--- config.mk ---
export PLATFORM = sky130hd
export DESIGN_NAME = ssbs_ctrl
export DESIGN_NICKNAME = d
export VERILOG_FILES = /design/src/design/ssbs_pkg.sv /design/src/design/ssbs_ctrl.sv
export SDC_FILE = /design/constraint.sdc
export NUM_CORES = 1
export LEC_CHECK = 0
export CAP_MARGIN = 20
export CORE_AREA = 2 2 39 41
export CTS_CLUSTER_DIAMETER = 100
export DETAILED_ROUTE_END_ITERATION = 7
export DIE_AREA = 0 0 41 43
export DONT_BUFFER_PORTS = 1
export PLACE_DENSITY_LB_ADDON = 0.25
export RECOVER_POWER = 25
export REMOVE_ABC_BUFFERS = 1
export SLEW_MARGIN = 5
export SYNTH_ARGS = -nofsm -noshare
export SYNTH_HDL_FRONTEND = slang
export SYNTH_SLANG_ARGS = --single-unit
--- constraint.sdc ---
create_clock -name clock -period 1.3 [get_ports clock]
set_input_delay 0.13 -clock clock [delete_from_list [all_inputs] [get_ports clock]]
set_output_delay 0.13 -clock clock [all_outputs]
set_load 0.01 [all_outputs]
--- src/design/ssbs_pkg.sv ---
// Shared types and codes for the blocked sorted key/payload store.
package ssbs_pkg;

   localparam logic [1:0] REQ_INSERT = 2'd0;
   localparam logic [1:0] REQ_REMOVE = 2'd1;
   localparam logic [1:0] REQ_SEARCH = 2'd2;
   localparam logic [1:0] REQ_CLEAR  = 2'd3;

   localparam logic [1:0] ST_OK        = 2'd0;
   localparam logic [1:0] ST_NOT_FOUND = 2'd1;
   localparam logic [1:0] ST_FULL      = 2'd2;

   typedef struct packed {
      logic [1:0]  req_type;
      logic [30:0] key;
      logic [31:0] payload;
   } req_item_type;

   typedef struct packed {
      logic [1:0]  status;
      logic [31:0] found_payload;
      logic [3:0]  block_index;
      logic [5:0]  slot_index;
   } rsp_item_type;

   typedef enum logic [3:0] {
      OP_IDLE,
      OP_LOAD,
      OP_OPEN,
      OP_NEXT_BLK,
      OP_NEXT_SLOT,
      OP_READ,
      OP_SH_INIT,
      OP_RD_UP,
      OP_WR_UP,
      OP_INSERT,
      OP_HIT,
      OP_RD_DN,
      OP_WR_DN,
      OP_REM_DONE,
      OP_MISS,
      OP_FULL
   } dp_op_type;

   typedef struct packed {
      logic is_insert;
      logic is_search;
      logic is_clear;
      logic alloc_zero;
      logic alloc_full;
      logic blk_end;
      logic blk_last;
      logic cnt_full;
      logic slot_at_cnt;
      logic slot_last;
      logic sh_at_slot;
      logic key_lt;
      logic key_eq;
   } dp_stat_type;

   typedef struct packed {
      dp_op_type op;
      logic      clear;
   } dp_cmd_type;

endpackage

--- src/design/ssbs_ctrl.sv ---
// Controller: sequences block scans, slot compares and entry moves.
module ssbs_ctrl
   import ssbs_pkg::*;
(
   input  logic        clock,
   input  logic        reset,
   input  logic        req_valid,
   output logic        req_ready,
   output logic        rsp_valid,
   input  logic        rsp_ready,
   input  dp_stat_type stat,
   output dp_cmd_type  cmd
);

   typedef enum logic [3:0] {
      S_IDLE,
      S_DECODE,
      S_INS_FIND,
      S_INS_OPEN,
      S_INS_POS,
      S_INS_CMP,
      S_INS_SHIFT,
      S_INS_WR,
      S_SCAN_BLK,
      S_SCAN_SLOT,
      S_SCAN_CMP,
      S_REM_SHIFT,
      S_REM_WR,
      S_RESP
   } state_type;

   state_type state_ff, state_in;

   always_comb begin
      state_in  = state_ff;
      cmd.op    = OP_IDLE;
      cmd.clear = 1'b0;
      unique case (state_ff)
         S_IDLE: begin
            if (req_valid) begin
               cmd.op   = OP_LOAD;
               state_in = S_DECODE;
            end
         end
         S_DECODE: begin
            priority if (stat.is_clear) begin
               cmd.clear = 1'b1;
               state_in  = S_RESP;
            end else if (stat.is_insert) begin
               state_in = S_INS_FIND;
            end else begin
               state_in = S_SCAN_BLK;
            end
         end
         S_INS_FIND: begin
            priority if (stat.alloc_zero) begin
               cmd.op   = OP_OPEN;
               state_in = S_INS_POS;
            end else if (!stat.cnt_full) begin
               state_in = S_INS_POS;
            end else if (!stat.blk_last) begin
               cmd.op = OP_NEXT_BLK;
            end else if (stat.alloc_full) begin
               cmd.op   = OP_FULL;
               state_in = S_RESP;
            end else begin
               cmd.op   = OP_NEXT_BLK;
               state_in = S_INS_OPEN;
            end
         end
         S_INS_OPEN: begin
            cmd.op   = OP_OPEN;
            state_in = S_INS_POS;
         end
         S_INS_POS: begin
            if (stat.slot_at_cnt) begin
               cmd.op   = OP_SH_INIT;
               state_in = S_INS_SHIFT;
            end else begin
               cmd.op   = OP_READ;
               state_in = S_INS_CMP;
            end
         end
         S_INS_CMP: begin
            if (stat.key_lt) begin
               cmd.op   = OP_NEXT_SLOT;
               state_in = S_INS_POS;
            end else begin
               cmd.op   = OP_SH_INIT;
               state_in = S_INS_SHIFT;
            end
         end
         S_INS_SHIFT: begin
            if (stat.sh_at_slot) begin
               cmd.op   = OP_INSERT;
               state_in = S_RESP;
            end else begin
               cmd.op   = OP_RD_UP;
               state_in = S_INS_WR;
            end
         end
         S_INS_WR: begin
            cmd.op   = OP_WR_UP;
            state_in = S_INS_SHIFT;
         end
         S_SCAN_BLK: begin
            if (stat.blk_end) begin
               cmd.op   = OP_MISS;
               state_in = S_RESP;
            end else begin
               state_in = S_SCAN_SLOT;
            end
         end
         S_SCAN_SLOT: begin
            if (stat.slot_at_cnt) begin
               cmd.op   = OP_NEXT_BLK;
               state_in = S_SCAN_BLK;
            end else begin
               cmd.op   = OP_READ;
               state_in = S_SCAN_CMP;
            end
         end
         S_SCAN_CMP: begin
            if (stat.key_eq) begin
               cmd.op   = OP_HIT;
               state_in = stat.is_search ? S_RESP : S_REM_SHIFT;
            end else begin
               cmd.op   = OP_NEXT_SLOT;
               state_in = S_SCAN_SLOT;
            end
         end
         S_REM_SHIFT: begin
            if (stat.slot_last) begin
               cmd.op   = OP_REM_DONE;
               state_in = S_RESP;
            end else begin
               cmd.op   = OP_RD_DN;
               state_in = S_REM_WR;
            end
         end
         S_REM_WR: begin
            cmd.op   = OP_WR_DN;
            state_in = S_REM_SHIFT;
         end
         S_RESP: begin
            if (rsp_ready) begin
               state_in = S_IDLE;
            end
         end
         default: state_in = S_IDLE;
      endcase
   end

   always_ff @(posedge clock) begin
      if (reset) begin
         state_ff <= S_IDLE;
      end else begin
         state_ff <= state_in;
      end
   end

   assign req_ready = (state_ff == S_IDLE);
   assign rsp_valid = (state_ff == S_RESP);

endmodule

==> metrics.txt <==
outcome complete, but fails checks; failing checks negative setup slack; die height about 43 µm; Fillers 51; CTS tree done; min-delay worst type in2reg; Initial Util 0.507; final period utilization 1.26; R2R Path End state_ff[1]; R2R cell count 6; clock skew approximately 0.00045 ns; distinct cell type count after synthesis 40; drt first-iter violations 80; IO Port Bufs 0; Fin. Hold Viols 0; Period minus WS final between 1.5 and 2 ns; most frequent cell after synthesis nand2_1; Synth Flop Type dfxtp_1; Die Area ~1800 µm²; Inserted Clock Buffers 3; WHS between 0.1 and 0.15 ns; DPL Wire Length roughly 1700 µm; Synth Area in Adders 0; RR Startpoint state_ff[3]; gr busiest metal met2; xor/xnor cell area share of the yosys netlist 0; layout cells sized above 1 0.570; CP startpoint kind flip-flop; Compound-Gate Fraction of Synth Area 0.362; area grow syn2layout 80.9%; DR DRC count 0; Max Clock Freq around 610 MHz; GR Util met1 0.503; Mapped Area between 700 and 800 µm²; Switching Fraction 0.460; total wire length 3800 µm; Top reg by flops state_ff; Root Driver clkbuf_4; EDFF count, synth 0; Crit. End Element output port; Worst R2R Setup Slack -0.27 ns; Clock power frac 0.046; Via density between 7 and 8; most frequent cells after synthesis nand2_1 (11), nor2_1 (9); Seq pwr share 0.095; Cells after Synth roughly 100; CTS HTree Levels 1; mux contribution to synthesized area 0.0321; max FFs per register 4; multi-input logic area 716 µm²; pin count of the biggest net entering global routing 9; final worst setup slack -0.343 ns; biggest regs state_ff (4); cell taking the most area after synthesis dfxtp_1; Register Area 95.1 µm²; Worst-Margin Slew 0.387 ns; TritonCTS Sinks 4; Final setup viols 11; Crit Path Class reg2out; ys async rst share 0; Psw around 0.0016 W; maxcap violations 0; Setup TNS Final -2.50 ns; Internal about 0.0019 W; via count between 1000 and 1500; All-Layer GR Usage 0.419; Inserted Diodes 0; grt ovf 0; hold bufs inserted after CTS 0; Pre-antenna DRT Iters 5; Yosys reg bits 4; Max rail drop VDD 1.97 mV; final core utilization 0.918; Max Root-Sink Buffers 2; antenna-violating nets left 0; core box area between 1000 and 1500 µm²; largest family of logic cells by synthesized area simple AND/OR/NAND/NOR gates; cell row count 14; number of I/O pins 24; Synth Area in Simple Gates 0.405; crit path DAT about 1.5 ns; Reg clk slew, reported paths roughly 0.04 ns; initial antenna violation count 0; Leak 0.544 nW; Relative slew margins 0.741; cell count of the worst hold path 3; global-route wire length before repair 5090 µm; worst hold start reset; DR WL/cell roughly 24 µm; Req. time, crit path 1.17 ns; final net count approximately 160; Yosys top cell area share 0.114; Pins Over Slew Limit 0; met3 Use GR 0.126; register area share after synthesis 0.114; Die X-Extent about 41 µm; synthesized area per cell just under 7 µm²; hold endpoint state_ff[3]; combinational share of power 0.859; YS warnings 0; gpl congestion slightly above 0.8; Pwr Density 2750 nW/µm²; top area cells in the synthesized netlist dfxtp_1 (11%), nor2b_1 (6.2%), nand2_1 (5.9%); met2 GRT Util 0.650; fin area 1270 µm²; DP Area just under 900 µm²; RSZ-0062 raised after global routing true; Clock Latency Late Sink 0.24 ns; vias in the first global route 1097; worst slack, placed -0.204 ns; crit-path max FO 5
through the flow:
stage                     cells  total power, W
after floorplan              96         0.00128
after global placement      139         0.00202
after detailed placement    139         0.00204
after CTS                   157         0.00304
after global routing        158         0.00360
final                       158         0.00350
final cells by class:
type	count	area share
Multi-Input combinational cell	87	0.564
Tap cell	16	0.0158
Clock buffer	3	0.0177
Sequential cell	4	0.0749
Inverter	5	0.0187
Timing Repair Buffer	43	0.309
layout by cell type, fill, tap and decap left out, drive strengths merged, types with 5 or more instances in the layout:
master and n:
nand2 11, nand3 7, buf 43, o21ai 9, nor2 9, inv 5, a21oi 5, nor2b 7
logic make-up after synthesis:
logic type	Yosys count
simple gates	52
flops	4
compound gates	34
mux	1
buf+inv	13
worst max-delay path: stages (launching register included):
cell and delay, ns:
dfxtp_4 0.36, buf_12 0.13, nor4b_4 0.32, nand2_2 0.15
nor2_4 0.14, a211o_1 0.17
how the worst max path moves through the flow:
| stage | startpoint | to | slack (ns) |
|---|---|---|---|
| finish | state_ff[2] | cmd[4] | -0.34 |
| floorplan | state_ff[2] | state_ff[0] | -0.34 |
| global placement | state_ff[1] | cmd[3] | -0.18 |
| global route | state_ff[2] | cmd[4] | -0.41 |
| CTS | state_ff[3] | cmd[3] | -0.28 |
| detailed placement | state_ff[1] | cmd[3] | -0.20 |
power by group through the flow:
stage / clock, W / combinational (W) / sequential (W)
final: 0.000160 / 0.00300 / 0.000332
after global routing: 0.000169 / 0.00310 / 0.000328
after CTS: 0.000157 / 0.00257 / 0.000313
after detailed placement: 0 / 0.00174 / 0.000300
after global placement: 0 / 0.00173 / 0.000296
after floorplan: 0 / 0.000873 / 0.000404
per-layer routing:
| metal | wire, µm | vias up | share of wire |
|---|---|---|---|
| met5 | 0 | - | 0 |
| met4 | 216 | 0 | 0.057 |
| met3 | 535 | 22 | 0.14 |
| met2 | 1760 | 123 | 0.46 |
| met1 | 1290 | 504 | 0.34 |
| li1 | - | 472 | - |
timing repair:
item / 4_1_cts / 5_1_grt
pin swaps: 15 / 11
setup buffers: 16 / 3
setup endpoints to repair: 11 / 11
resized for setup: 49 / 16
Power figures use the tool's default switching activity.
